File: src/rtl/core/anp_pkg.sv
// Shared types, character codes and digit decoding for the ASCII number parser.
package anp_pkg;

   localparam int MAX_CHARS_DEF = 16;
   localparam int VALUE_W       = 64;

   typedef enum logic [1:0] {
      RADIX_DEC = 2'd0,
      RADIX_HEX = 2'd1,
      RADIX_BIN = 2'd2
   } radix_type;

   localparam logic [7:0] CHAR_ZERO  = 8'h30;  // '0'
   localparam logic [7:0] CHAR_ONE   = 8'h31;  // '1'
   localparam logic [7:0] CHAR_NINE  = 8'h39;  // '9'
   localparam logic [7:0] CHAR_LO_A  = 8'h61;  // 'a'
   localparam logic [7:0] CHAR_LO_F  = 8'h66;  // 'f'
   localparam logic [7:0] CHAR_UP_A  = 8'h41;  // 'A'
   localparam logic [7:0] CHAR_UP_F  = 8'h46;  // 'F'
   localparam logic [7:0] CHAR_LO_X  = 8'h78;  // 'x'
   localparam logic [7:0] CHAR_UP_X  = 8'h58;  // 'X'
   localparam logic [7:0] CHAR_LO_B  = 8'h62;  // 'b'
   localparam logic [7:0] CHAR_UP_B  = 8'h42;  // 'B'
   localparam logic [7:0] HEX_LETTER_OFS = 8'd10;

   // Parse flags kept between characters
   typedef struct packed {
      radix_type radix;
      logic      lead_zero;
      logic      finished;
   } flags_type;

   // One result item
   typedef struct packed {
      logic [VALUE_W-1:0] value;
      logic               ok;
      radix_type          radix;
   } result_type;

   // Digit decode: bit 4 = valid, bits 3:0 = digit value
   function automatic logic [4:0] digit_of(input logic [7:0] c, input radix_type r);
      logic [4:0] d;
      logic [7:0] t;
      d = 5'd0;
      t = 8'd0;
      case (r)
         RADIX_BIN: begin
            if (c == CHAR_ZERO || c == CHAR_ONE) begin
               t = c - CHAR_ZERO;
               d = {1'b1, t[3:0]};
            end
         end
         RADIX_HEX: begin
            if (c inside {[CHAR_ZERO:CHAR_NINE]}) begin
               t = c - CHAR_ZERO;
               d = {1'b1, t[3:0]};
            end else if (c inside {[CHAR_LO_A:CHAR_LO_F]}) begin
               t = c - CHAR_LO_A + HEX_LETTER_OFS;
               d = {1'b1, t[3:0]};
            end else if (c inside {[CHAR_UP_A:CHAR_UP_F]}) begin
               t = c - CHAR_UP_A + HEX_LETTER_OFS;
               d = {1'b1, t[3:0]};
            end
         end
         RADIX_DEC: begin
            if (c inside {[CHAR_ZERO:CHAR_NINE]}) begin
               t = c - CHAR_ZERO;
               d = {1'b1, t[3:0]};
            end
         end
         default: d = 5'd0;
      endcase
      return d;
   endfunction

endpackage

File: src/rtl/core/anp_step.sv
// Per-character parse step: prefix detection, digit accumulate and end-of-parse decision.
module anp_step
   import anp_pkg::*;
#(
   parameter int MAX_CHARS = MAX_CHARS_DEF,
   localparam int POS_W = $clog2(MAX_CHARS + 1)
) (
   input  logic [7:0]         char_code,
   input  logic               starts_string,
   input  logic [VALUE_W-1:0] accum,
   input  logic [POS_W-1:0]   position,
   input  flags_type          flags,
   output logic [VALUE_W-1:0] accum_nxt,
   output logic [POS_W-1:0]   position_nxt,
   output flags_type          flags_nxt,
   output logic               emit,
   output result_type         result
);

   logic               handled;
   logic               skip;
   logic [4:0]         dig;
   logic [VALUE_W-1:0] scaled;

   always_comb begin
      accum_nxt    = accum;
      position_nxt = position;
      flags_nxt    = flags;
      handled      = 1'b0;
      skip         = 1'b0;
      emit         = 1'b0;
      dig          = 5'd0;
      scaled       = '0;

      if (starts_string) begin
         accum_nxt           = '0;
         position_nxt        = '0;
         flags_nxt.radix     = RADIX_DEC;
         flags_nxt.lead_zero = 1'b0;
         flags_nxt.finished  = 1'b0;
         if (char_code == CHAR_ZERO) begin
            flags_nxt.lead_zero = 1'b1;
            position_nxt        = POS_W'(1);
            handled             = 1'b1;
         end
      end else if (flags.finished) begin
         skip = 1'b1;
      end else if (flags.lead_zero) begin
         flags_nxt.lead_zero = 1'b0;
         if (char_code == CHAR_LO_X || char_code == CHAR_UP_X) begin
            flags_nxt.radix = RADIX_HEX;
            position_nxt    = POS_W'(2);
            handled         = 1'b1;
         end else if (char_code == CHAR_LO_B || char_code == CHAR_UP_B) begin
            flags_nxt.radix = RADIX_BIN;
            position_nxt    = POS_W'(2);
            handled         = 1'b1;
         end
      end

      if (!skip && !handled) begin
         dig = digit_of(char_code, flags_nxt.radix);
         if (!dig[4]) begin
            emit = 1'b1;
         end else begin
            // value * base as shift and add
            case (flags_nxt.radix)
               RADIX_HEX: scaled = accum_nxt << 4;
               RADIX_BIN: scaled = accum_nxt << 1;
               RADIX_DEC: scaled = (accum_nxt << 3) + (accum_nxt << 1);
               default:   scaled = accum_nxt;
            endcase
            accum_nxt    = scaled + VALUE_W'(dig[3:0]);
            position_nxt = position_nxt + POS_W'(1);
         end
      end

      if (!skip && !emit && position_nxt >= POS_W'(MAX_CHARS)) begin
         emit = 1'b1;
      end

      if (emit) begin
         flags_nxt.finished  = 1'b1;
         flags_nxt.lead_zero = 1'b0;
      end
   end

   assign result.value = accum_nxt;
   assign result.ok    = (position_nxt != '0);
   assign result.radix = flags_nxt.radix;

endmodule

File: src/rtl/core/anp_result_reg.sv
// Result register with stall handling on the rsp channel.
module anp_result_reg
   import anp_pkg::*;
(
   input  logic               clock,
   input  logic               reset,
   input  logic               load,
   input  result_type         result,
   input  logic               rsp_stall,
   output logic               out_free,
   output logic               rsp_valid,
   output logic [VALUE_W-1:0] rsp_parsed_value,
   output logic               rsp_ok,
   output logic [1:0]         rsp_radix_code
);

   logic       valid_ff, valid_in;
   result_type data_ff, data_in;

   assign out_free = !valid_ff || !rsp_stall;

   always_comb begin
      valid_in = valid_ff && rsp_stall;
      data_in  = data_ff;
      if (load) begin
         valid_in = 1'b1;
         data_in  = result;
      end
   end

   always_ff @(posedge clock) begin
      if (reset) begin
         valid_ff <= 1'b0;
      end else begin
         valid_ff <= valid_in;
      end
      data_ff <= data_in;
   end

   assign rsp_valid        = valid_ff;
   assign rsp_parsed_value = data_ff.value;
   assign rsp_ok           = data_ff.ok;
   assign rsp_radix_code   = data_ff.radix;

`ifndef SYNTH
   a_load_when_free: assert property (@(posedge clock) disable iff (reset)
      load |-> out_free) else $error("result overwritten while stalled");

   a_load_shows: assert property (@(posedge clock) disable iff (reset)
      load |=> rsp_valid) else $error("loaded result not presented");

   a_fail_is_dec: assert property (@(posedge clock) disable iff (reset)
      (rsp_valid && !rsp_ok) |-> (rsp_radix_code == RADIX_DEC))
      else $error("failed parse with prefix radix");

   a_fail_is_zero: assert property (@(posedge clock) disable iff (reset)
      (rsp_valid && !rsp_ok) |-> (rsp_parsed_value == '0))
      else $error("failed parse with nonzero value");
`endif

endmodule

File: src/rtl/core/ascii_number_parser_core.sv
// Streaming ASCII to unsigned integer parser, top level.
// Takes one character per item on req_, starts_string marking the first character of a
// string. A leading 0x/0X selects hex, 0b/0B binary, otherwise decimal; the prefix counts
// toward the MAX_CHARS position limit. The first invalid character, or the character that
// brings the position to MAX_CHARS, ends the parse and sends one item on rsp_: the value
// (wrapping at 64 bits), ok (0 only for a decimal string with no digit) and radix_code
// (0 dec, 1 hex, 2 bin). Characters after the end are dropped until the next start flag;
// a start flag mid-parse abandons the old string without a result.
// Throughput is one character per clock while req_stall is low. A character is first
// loaded into the input register; one step of shift-and-add accumulate then writes the
// parse state and, at the end of a parse, the result register, from which rsp_ takes the
// result item. The accumulate step is the only loop.
// req_stall rises only when a character that ends a parse meets a result still stalled
// on rsp_. No post-reset init sequence is needed.
module ascii_number_parser_core
   import anp_pkg::*;
#(
   parameter int MAX_CHARS = MAX_CHARS_DEF
) (
   input  logic               clock,
   input  logic               reset,
   input  logic               req_valid,
   output logic               req_stall,
   input  logic [7:0]         req_char_code,
   input  logic               req_starts_string,
   output logic               rsp_valid,
   input  logic               rsp_stall,
   output logic [VALUE_W-1:0] rsp_parsed_value,
   output logic               rsp_ok,
   output logic [1:0]         rsp_radix_code
);

   localparam int POS_W = $clog2(MAX_CHARS + 1);

   // input register
   logic       in_valid_ff, in_valid_in;
   logic [7:0] in_char_ff, in_char_in;
   logic       in_first_ff, in_first_in;

   // parse state
   logic [VALUE_W-1:0] accum_ff, accum_in;
   logic [POS_W-1:0]   position_ff, position_in;
   flags_type          flags_ff, flags_in;

   logic       emit;
   logic       out_free;
   logic       step_go;
   logic       take;
   result_type result;

   anp_step #(
      .MAX_CHARS (MAX_CHARS)
   ) u_step (
      .char_code     (in_char_ff),
      .starts_string (in_first_ff),
      .accum         (accum_ff),
      .position      (position_ff),
      .flags         (flags_ff),
      .accum_nxt     (accum_in),
      .position_nxt  (position_in),
      .flags_nxt     (flags_in),
      .emit          (emit),
      .result        (result)
   );

   // a character that ends a parse needs room in the result register
   assign step_go   = in_valid_ff && (!emit || out_free);
   assign req_stall = in_valid_ff && !step_go;
   assign take      = req_valid && !req_stall;

   always_comb begin
      in_valid_in = in_valid_ff && !step_go;
      in_char_in  = in_char_ff;
      in_first_in = in_first_ff;
      if (take) begin
         in_valid_in = 1'b1;
         in_char_in  = req_char_code;
         in_first_in = req_starts_string;
      end
   end

   always_ff @(posedge clock) begin
      if (reset) begin
         in_valid_ff <= 1'b0;
      end else begin
         in_valid_ff <= in_valid_in;
      end
      in_char_ff  <= in_char_in;
      in_first_ff <= in_first_in;
   end

   always_ff @(posedge clock) begin
      if (reset) begin
         accum_ff           <= '0;
         position_ff        <= '0;
         flags_ff.radix     <= RADIX_DEC;
         flags_ff.lead_zero <= 1'b0;
         flags_ff.finished  <= 1'b1;   // idle until a first character
      end else if (step_go) begin
         accum_ff    <= accum_in;
         position_ff <= position_in;
         flags_ff    <= flags_in;
      end
   end

   anp_result_reg u_result (
      .clock            (clock),
      .reset            (reset),
      .load             (step_go && emit),
      .result           (result),
      .rsp_stall        (rsp_stall),
      .out_free         (out_free),
      .rsp_valid        (rsp_valid),
      .rsp_parsed_value (rsp_parsed_value),
      .rsp_ok           (rsp_ok),
      .rsp_radix_code   (rsp_radix_code)
   );

`ifndef SYNTH
   a_pos_limit: assert property (@(posedge clock) disable iff (reset)
      !flags_ff.finished |-> (position_ff < POS_W'(MAX_CHARS)))
      else $error("position beyond limit while parsing");

   a_lz_pos: assert property (@(posedge clock) disable iff (reset)
      flags_ff.lead_zero |-> (position_ff == POS_W'(1) && !flags_ff.finished))
      else $error("leading zero flag out of place");

   a_fin_no_lz: assert property (@(posedge clock) disable iff (reset)
      flags_ff.finished |-> !flags_ff.lead_zero)
      else $error("leading zero flag set after parse end");
`endif

endmodule
File: config.mk
export PLATFORM = sky130hd
export DESIGN_NAME = ascii_number_parser_core
export DESIGN_NICKNAME = d
export VERILOG_FILES = /design/src/rtl/core/anp_pkg.sv /design/src/rtl/core/anp_step.sv /design/src/rtl/core/anp_result_reg.sv /design/src/rtl/core/ascii_number_parser_core.sv
export SDC_FILE = /design/constraint.sdc
export NUM_CORES = 1
export LEC_CHECK = 0
export BUFFER_PORTS_ARGS = -buffer_cell sky130_fd_sc_hd__buf_2
export CAP_MARGIN = 20
export CORE_AREA = 2 2 173 175
export CTS_CLUSTER_DIAMETER = 30
export DETAILED_ROUTE_END_ITERATION = 6
export DIE_AREA = 0 0 175 177
export GPL_TIMING_DRIVEN = 1
export PLACE_DENSITY = 0.8
export SLEW_MARGIN = 20
export SYNTH_ARGS = -nofsm -noshare
export SYNTH_HDL_FRONTEND = slang
export SYNTH_SLANG_ARGS = --single-unit
File: constraint.sdc
create_clock -name clock -period 8.7 [get_ports clock]
set_input_delay 0.87 -clock clock [delete_from_list [all_inputs] [get_ports clock]]
set_output_delay 0.87 -clock clock [all_outputs]
set_load 0.005 [all_outputs]
; ---- Word level (Yosys, flattened, before mapping)
; Index checks and enable logic that the tools add are counted.
[word_totals]
register_bits = 151
latch_bits = 0
ramBits = 0
mem_bits_ro = 0
inputBits = 13
output_inout_bits = 69
elab_cells = 106
n_memories = 0
[classes]
n_addsub = 8
mul = 0
div_mod_pow = 0
order_cmp = 7
n_eq_ne = 9
n_shift = 0
muxes = 41
bitwise_logic = 0
n_reduce_logical = 29
[ops]
columns = operator, n
row1 = 64-bit 2-to-1 mux, 5
row2 = 64-bit case mux with 3 select lines, 1
row3 = 5-bit 2-to-1 mux, 13
row4 = 64-bit by 4-bit adder with 64-bit output, 1
row5 = 64-bit adder, 1
row6 = 8-bit by 7-bit equality test with 1-bit output (second input constant), 4
row7 = 8-bit by 6-bit equality test with 1-bit output (second input constant), 2
row8 = 8-bit by 7-bit >= comparator with 1-bit output (second input constant), 2
row9 = 8-bit by 7-bit <= comparator with 1-bit output (second input constant), 2
row10 = 1-bit 2-to-1 mux, 15
row11 = 5-bit case mux with 3 select lines, 1
row12 = 4-bit by 1-bit subtractor with 4-bit output (second input constant), 3
row13 = 1-bit logical AND, 11
row14 = 3-bit 2-to-1 mux, 3
row15 = 4-bit adder (second input constant), 2
row16 = 8-bit by 6-bit >= comparator with 1-bit output (second input constant), 1
row17 = 8-bit by 6-bit <= comparator with 1-bit output (second input constant), 1
row18 = 1-bit zero test, 8
row19 = 2-bit 2-to-1 mux, 3
row20 = 5-bit by 1-bit adder with 5-bit output (second input constant), 1
row21 = 5-bit >= comparator (second input constant), 1
row22 = 1-bit logical OR, 5
row23 = 5-bit nonzero test, 1
row24 = 2-bit AND reduction, 2
row25 = 5 further kinds, 5

; ---- Longest topological paths before layout
; Gate-level depths: netlist (run 1).
[depth]
ltp_word = 24
mapped_depth = 29
mapped_depth_nobuf = 24

; ---- By module
; From an unflattened synthesis (run 1), not the netlist that was laid out.
[hier_totals]
hier_cells = 2328
hier_area_um2 = 17256.6
[modules_own_cells]
columns = mod, n_inst, cells_each, area_each_um2, seq_area_each_um2
row1 = anp_step, 1, 1924, 11544.8, 0.0
row2 = ascii_number_parser_core, 1, 333, 3667.3, 1751.7
row3 = anp_result_reg, 1, 71, 2044.5, 2031.9

; ---- Least setup slack after synthesis (run 1)
; OpenSTA, ideal clock, no wires.
[synth_timing]
kind = reg2reg
from = register in_first_ff
to = register u_result.valid_ff, in the netlist u_result.rsp_valid
setup_ps = 77
t_arrival_ps = 6499
t_required_ps = 8623
setup_slack_ps = 2124
path_stages_with_launch = 21
path_buffers = 10
period_less_slack_ps = 6576
path_cell_list = edfxtp_1 -> buf_6 -> buf_8 -> buf_8 -> buf_8 -> buf_8 -> buf_2 -> buf_2 -> buf_1 -> clkbuf_1 -> nor2_1 -> ha_1 -> nand4_1 -> xor2_1 -> o21ai_0 -> nand2_1 -> o21ai_0 -> buf_4 -> nor2_1 -> inv_1 -> a21oi_1
[synth_between]
elab_chain_len = 15
word_cells_on_any_way = 27
cone_classes = 1 x add/sub / 1 x order compare / 2 x eq/ne / 12 x mux / 11 x reduce/logical
[synth_lines]
columns = item, line
row1 = "start, declared", ascii_number_parser_core.sv:38  ; logic in_first_ff, in_first_in;
row2 = "start signal, assigned", ascii_number_parser_core.sv:89  ; in_first_ff <= in_first_in;
row3 = "parallel branches: the longest is 9 deep, another holds 5-bit by 1-bit adder with 5-bit output", -
row4 = 1-bit 2-to-1 mux (*), anp_step.sv:78  ; if (!skip && !emit && position_nxt >= POS_W'(MAX_CHARS)) begin
row5 = 1-bit zero test, ascii_number_parser_core.sv:67  ; assign step_go = in_valid_ff && (!emit || out_free);
row6 = 1-bit logical OR, ascii_number_parser_core.sv:67
row7 = 1-bit logical AND, ascii_number_parser_core.sv:67
row8 = 1-bit logical AND (*), ascii_number_parser_core.sv:109  ; .load (step_go && emit),
row9 = named net u_result.load, anp_result_reg.sv:7  ; input logic load,
row10 = 1-bit 2-to-1 mux (*), anp_result_reg.sv:25  ; if (load) begin
row11 = "end signal, assigned", anp_result_reg.sv:35  ; valid_ff <= valid_in;
row12 = "end, declared", anp_result_reg.sv:17  ; logic valid_ff, valid_in;
; Mark *: on every way through the listed nets, which the timed path passes. The select of a mux whose other input is x is not followed.
; A chain may end at the register's enable or synchronous reset.

; ---- Worst setup path after layout (run 1)
[layout_timing]
from = register in_char_ff[0]
to = register u_result.data_ff (netlist bit u_result.rsp_parsed_value[60]) (data pin)
[layout_between]
elab_chain_len = 14
word_cells_on_any_way = 52
cone_classes = 6 x add/sub / 6 x order compare / 8 x eq/ne / 23 x mux / 9 x reduce/logical
[layout_lines]
columns = item, line
row1 = "start, declared", ascii_number_parser_core.sv:37  ; logic [7:0] in_char_ff, in_char_in;
row2 = "start signal, assigned", ascii_number_parser_core.sv:88  ; in_char_ff <= in_char_in;
row3 = "parallel branches: the longest is 13 deep, another holds 64-bit by 4-bit adder with 64-bit output", -
row4 = 64-bit 2-to-1 mux (*), anp_step.sv:61  ; if (!skip && !handled) begin
row5 = named net accum_in[60], ascii_number_parser_core.sv:41  ; logic [VALUE_W-1:0] accum_ff, accum_in;
row6 = "end signal, assigned", anp_result_reg.sv:37  ; data_ff <= data_in;
row7 = "end, declared", anp_result_reg.sv:18  ; result_type data_ff, data_in;
; Marked as above.

==> metrics.yaml, run 1 <==
r2r_cells: 20
timing.fmax_mhz: 155
ys_async_sr_fraction_pct: 0
fin_crit_sh_pct: 74.1
syn_to_final_growth_pct: 4.33
cts.sinks: 151
yosysUniqueCellTypes: 123
cts_max_path_buffers: 2
min_path_type: "flip-flop to flip-flop"
layout-drive-gt1-share_pct: 11.2
period_needed_ns: 6.44
die_w_um: 175
worstSetupEndpointType: "flip-flop"
synth_adder_area_share_pct: 2.30
cts-root-buf: "clkbuf_16"
die_h_um: 177
postCtsHoldBufs: 0
vias: 17200
numCtsBuffers: 17
rows: 63
mostFrequentLayoutCell: "nand2_1"
final-max-slew-violation-count: 0
groute.usage.overall_pct: 35.4
htreeDepth: 4
postRouteWirelength_mm: 55.9
routedWlPerCell_um: 22.5
hold_path_depth: 2
place_area_um2: 16000
p_clk_share_pct: 44.7
synth_top_family_by_area: "compound AO/OA/AOI/OAI gates"
grt_max_degree: 130
fillers: 2697
ys.flop_type: "edfxtp_1"
hold_viol_final: 0
syn_inst: 2131
comb_power_share_pct: 10.1
start_util_pct: 54.3
drt_iter0_markers: 2770
grt_pass1_wl_mm: 86.5
pin_count: 82
grt_pass1_vias: 15400
power_uw: 1770
ys_ff_latch: 151
place_congestion: 1.04
post_synth_xor_area_fraction_pct: 6.78
max_slew_margin_pct: 32.3
crit_arrival_ns: 6.61
clk_latency_ns: 0.45
clkTransAtPathRegs_ns: 0.07
routed_via_density: 6.93
crit_fanout: 44
power_density_nw_per_um2: 107
p_leak_uw: 0.00536
nNetsFinal: 2115
rsz0062_at_grt: "false"
dr.pass1.iters: 6
fin_util_pct: 56.6
yosys-mux-area-fraction_pct: 1.42
antenna_found_initial: 1
synth_edf_count: 76
die_area_um2: 31000
p_sw_uw: 510
avgSynthCellArea_um2: 7.45
final_cell_mix: "nand2_1, nor2_1, a21oi_1"
coreArea_um2: 29200
p_int_uw: 1260
port_buffers: 81
peakVddDrop_mv: 0.126
max_slew.worst_pin.slew_ns: 1.01
place_hpwl_mm: 39.6
setup_viol: 0
gr-total-overflow: 0
p_seq_share_pct: 45.2
drtAntennaViolNets: 0
cts_setup_buffers: 0
cts_resized: 0
yosysSeqAreaShare_pct: 23.8
cts_tree: "built"
setup_tns_ns: 0
worstPathRequired_ns: 8.86
swShare_pct: 28.9
critical_path_class: "flip-flop to flip-flop"
maxCapViolCount: 0
clock_skew_ns: 0.0164
cp-start-kind: "flip-flop"
ys_warn_count: 0
synthSimpleGateAreaFrac_pct: 28.8
stdcell_area_um2: 16600
synth_area_um2: 15900
status: "complete, no violations"
drc: 0
synth_fp_nets: 2171
synth_compound_area_share_pct: 29.4
-- area by class of cell --
cell class	instances	area [um2]	area share (%)
inverters	39	149	0.899
clock buffers	18	429	2.59
well taps	390	488	2.95
repair buffers	101	568	3.43
clock inverters	14	181	1.10
diodes	1	2.50	0.0151
multi-input cells	1765	11000	66.2
flip-flops and latches	151	3780	22.8
-- registers in the layout, summed over array words and instances, names as in the netlist --
signal	count
in_char_ff	8
u_result.rsp_parsed_value	64
flags_ff	4
accum_ff	64
in_valid_ff	1
u_result.rsp_ok	1
position_ff	5
u_result.rsp_radix_code	2
u_result.rsp_valid	1
in_first_ff	1
-- layer usage --
metal  share of wire (%)  up-vias  track usage, %
li1                    -     7778               -
met1                  41     7998            49.7
met2                  42     1221            52.4
met3                  13      192            7.97
met4                 3.8        0            14.2
met5                   0        -               0
-- cells in the mapped netlist, types with 15 or more instances --
library cell,instances,area [um2]
nand2_1,261,980
nor2_1,252,946
a21oi_1,154,771
o21ai_0,128,641
xnor2_1,91,797
nor3_1,88,440
clkbuf_1,84,315
edfxtp_1,76,2280
dfxtp_1,75,1500
nand3_1,62,310
nor2b_1,43,269
nand4_1,37,231
a221oi_1,36,315
inv_1,36,135
o211ai_1,35,263
buf_2,34,170
xor2_1,30,263
a22oi_1,28,210
buf_6,28,315
a211oi_1,26,195
ha_1,26,325
o21ai_1,26,130
nor3_2,23,230
or3_1,22,138
a21o_1,21,158
a31oi_1,21,131
nand2b_1,20,125
o21a_1,17,128
o2bb2ai_1,16,140
o31ai_1,16,120
o22ai_1,15,93.8
-- power by group through the flow --
| stage | logic, uW | clock network, uW | registers (uW) |
|---|---|---|---|
| 6_report | 179 | 791 | 799 |
| 5_1_grt | 193 | 820 | 801 |
| 4_1_cts | 174 | 792 | 797 |
| 3_5_place_dp | 173 | 0 | 813 |
| 3_3_place_gp | 170 | 0 | 812 |
| 2_1_floorplan | 145 | 0 | 792 |
-- worst max-delay path, stage by stage, from the launching register on --
cell and delay [ns]:
edfxtp_1 0.48, inv_1 0.15, ha_1 0.19, nor3b_2 0.24
a31oi_1 0.16, or3_1 0.50, inv_4 0.49, o21bai_1 0.31
a22o_1 0.32, ha_1 0.33, a21oi_1 0.12, nor4_1 0.29
nand2_1 0.16, nor3_2 0.27, nand3_1 0.19, nor3_2 0.52
nand3_1 0.41, nor4_4 0.47, nand4_1 0.20, xnor2_1 0.27
o21ai_0 0.10
-- stage by stage --
| step | worst slack (ns) | instances | hold WS (ns) |
|---|---|---|---|
| 6_report | 2.26 | 2479 | 0.471 |
| 5_1_grt | 1.81 | 2478 | 0.482 |
| 4_1_cts | 2.46 | 2478 | 0.470 |
| 3_5_place_dp | 2.48 | 2446 | 0.459 |
| 3_3_place_gp | 2.71 | 2446 | 0.441 |
| 2_1_floorplan | 2.12 | 2131 | 0.432 |
-- final timing paths --
kind / start / to / slack [ns]
worst min-delay path: position_ff[0] / position_ff[0] / 0.47
worst min register to register: position_ff[0] / position_ff[0] / 0.47
worst max register to register: in_char_ff[0] / u_result.rsp_parsed_value[60] / 2.26
worst max-delay path: in_char_ff[0] / u_result.rsp_parsed_value[60] / 2.26
-- logic make-up after synthesis --
kind of cell	count (synthesis)
compound gates	680
buf+inv	215
simple gates	913
mux	21
fa+ha+maj	29
xor+xnor	122
flops	151
Note: power is estimated with default switching activity, not from simulation.
==> run 2: changes to the inputs <==
Clock period 8.7 ns to 6.65 ns, I/O delays scaled along.
==> run 2 against run 1 <==
  * Critical path depth rose by 3
  * First-iteration DRC count shrank 10%
  * Fmax up 8.7%
  * Clock-buffer cell count grew 2
  * Clock skew is 0.0028 ns lower
  * Core utilization rose by 0.25 points
  * Register-to-register slack worse by 1.5 ns
==> metrics.yaml, run 2 (synthesized netlist as in run 1, its figures left out) <==
status: "complete, no violations"  # unchanged
postCtsHoldBufs: 0  # unchanged
grt_max_degree: 85  # was 130
final-max-slew-violation-count: 0  # unchanged
dr.pass1.iters: 7  # was 6
port_buffers: 81  # unchanged
postRouteWirelength_mm: 56.5  # was 55.9 mm
fin_util_pct: 56.9  # was 56.6%
worstSetupEndpointType: "flip-flop"  # unchanged
mostFrequentLayoutCell: "nand2_1"  # unchanged
antenna_found_initial: 0  # was 1
timing.fmax_mhz: 169  # was 155 MHz
max_slew.worst_pin.slew_ns: 0.999  # was 1.01 ns
hold_viol_final: 0  # unchanged
crit_fanout: 8  # was 44
final_cell_mix: "nand2_1, nor2_1, a21oi_1"  # unchanged
post-place-cells: 2458  # was 2446
cts.sinks: 151  # unchanged
antenna_cells: 0  # was 1
coreArea_um2: 29200  # unchanged
grt_pass1_vias: 15200  # was 15400
cts_resized: 0  # unchanged
grt_pass1_wl_mm: 86.4  # was 86.5 mm
vias: 17300  # was 17200
max_slew_margin_pct: 33.4  # was 32.3%
cts_max_path_buffers: 2  # unchanged
final_cells: 2490  # was 2479
peakVddDrop_mv: 0.151  # was 0.126 mV
worstPathRequired_ns: 6.82  # was 8.86 ns
syn_to_final_growth_pct: 4.78  # was 4.33%
start_util_pct: 54.3  # unchanged
drc: 0  # unchanged
fillers: 2743  # was 2697
min_path_type: "primary input to flip-flop"  # was flip-flop to flip-flop
period_needed_ns: 5.93  # was 6.44 ns
groute.usage.overall_pct: 35.5  # was 35.4%
cp-start-kind: "flip-flop"  # unchanged
rows: 63  # unchanged
maxCapViolCount: 0  # unchanged
numCtsBuffers: 17  # unchanged
die_w_um: 175  # unchanged
rsz0062_at_grt: "false"  # unchanged
routed_via_density: 6.93  # about the same
nNetsFinal: 2127  # was 2115
fin_crit_sh_pct: 89.2  # was 74.1%
setup_viol: 0  # unchanged
setup_tns_ns: 0  # unchanged
clkTransAtPathRegs_ns: 0.07  # about the same
place_congestion: 1.06  # was 1.04
drtAntennaViolNets: 0  # unchanged
crit_arrival_ns: 6.11  # was 6.61 ns
cts-root-buf: "clkbuf_16"  # unchanged
clock_skew_ns: 0.0136  # was 0.0164 ns
htreeDepth: 4  # unchanged
place_hpwl_mm: 40.5  # was 39.6 mm
drt_iter0_markers: 2481  # was 2770
power_density_nw_per_um2: 138  # was 107 nW/um2
clk_latency_ns: 0.45  # about the same
cts_setup_buffers: 0  # unchanged
cts_tree: "built"  # unchanged
routedWlPerCell_um: 22.7  # was 22.5 um
gr-total-overflow: 0  # unchanged
p_leak_uw: 0.00542  # was 0.00536 uW
layout-drive-gt1-share_pct: 11.7  # was 11.2%
die_h_um: 177  # unchanged
die_area_um2: 31000  # unchanged
pin_count: 82  # unchanged
critical_path_class: "flip-flop to flip-flop"  # unchanged
[run 2: cell types whose count changed in the layout (fill, tap and decap cells not counted)]
cell / previous run / this run
nor3_1: 88 / 87
buf_4: 19 / 31
diode_2: 1 / 0
clkinv_8: 1 / 0
inv_6: 2 / 3
bufinv_16: 2 / 1
inv_8: 5 / 4
clkbuf_16: 17 / 18
nor3_2: 22 / 23
clkbuf_1: 1 / 2
[run 2: final timing paths]
| check | depth (start not counted) | slack [ns] | end | start |
|---|---|---|---|---|
| worst max register to register | 23 | 0.72 | u_result.rsp_parsed_value[60] | in_char_ff[0] |
| worst max-delay path | 23 | 0.72 | u_result.rsp_parsed_value[60] | in_char_ff[0] |
| worst min register to register | 2 | 0.47 | position_ff[0] | position_ff[0] |
| worst min-delay path | 1 | 0.39 | in_char_ff[5] | req_char_code[5] |
[run 2: critical path: stages, from the launching register on]
cell and delay, ns:
edfxtp_1 0.49, inv_1 0.15, ha_1 0.24, nand3_1 0.19, nor3_2 0.40, or3_1 0.43
and2_1 0.20, or2_2 0.12, nor2_1 0.04, nor2_1 0.14, ha_1 0.21, fa_1 0.23
a21o_1 0.14, a21oi_1 0.11, nor4_1 0.33, nand2_1 0.16, nor3_2 0.31, nand3_1 0.21
nor3_2 0.22, nand3_1 0.30, nor4_4 0.47, nand4_1 0.23, xnor2_1 0.24, o21ai_0 0.10
[run 2: layer usage]
metal / GRT usage, % / routed length, um / vias up
li1: - / - / 7788
met1: 50.1 / 23100 / 8034
met2: 52.4 / 23800 / 1239
met3: 8.51 / 7470 / 189
met4: 13.1 / 2150 / 0
met5: 0 / 0 / -
[run 2: where the power goes]
| part | switching [uW] | internal [uW] |
|---|---|---|
| Combinational | 163 | 74.0 |
| Clock | 456 | 553 |
| Sequential | 43.9 | 1000 |
[run 2: area by class of cell]
cell class                 instances  area (um2)  area share (%)
clock buffer                      20         458            2.75
clock inverter                    12         133           0.797
tap                              390         488            2.93
sequential                       151        3780            22.7
multi-input combinational       1765       11000            65.9
timing repair buffer             113         658            3.96
inverter                          39         149           0.895
[run 2: stage by stage]
| stage | hold slack [ns] | power [uW] | instance area [um2] | setup WS [ns] |
|---|---|---|---|---|
| after floorplan | 0.432 | 1230 | 15900 | 0.0741 |
| after global placement | 0.438 | 1290 | 16000 | 0.979 |
| after detailed placement | 0.451 | 1290 | 16000 | 0.876 |
| after CTS | 0.379 | 2280 | 16600 | 0.842 |
| after global routing | 0.382 | 2340 | 16600 | 0.279 |
| final | 0.393 | 2290 | 16600 | 0.720 |
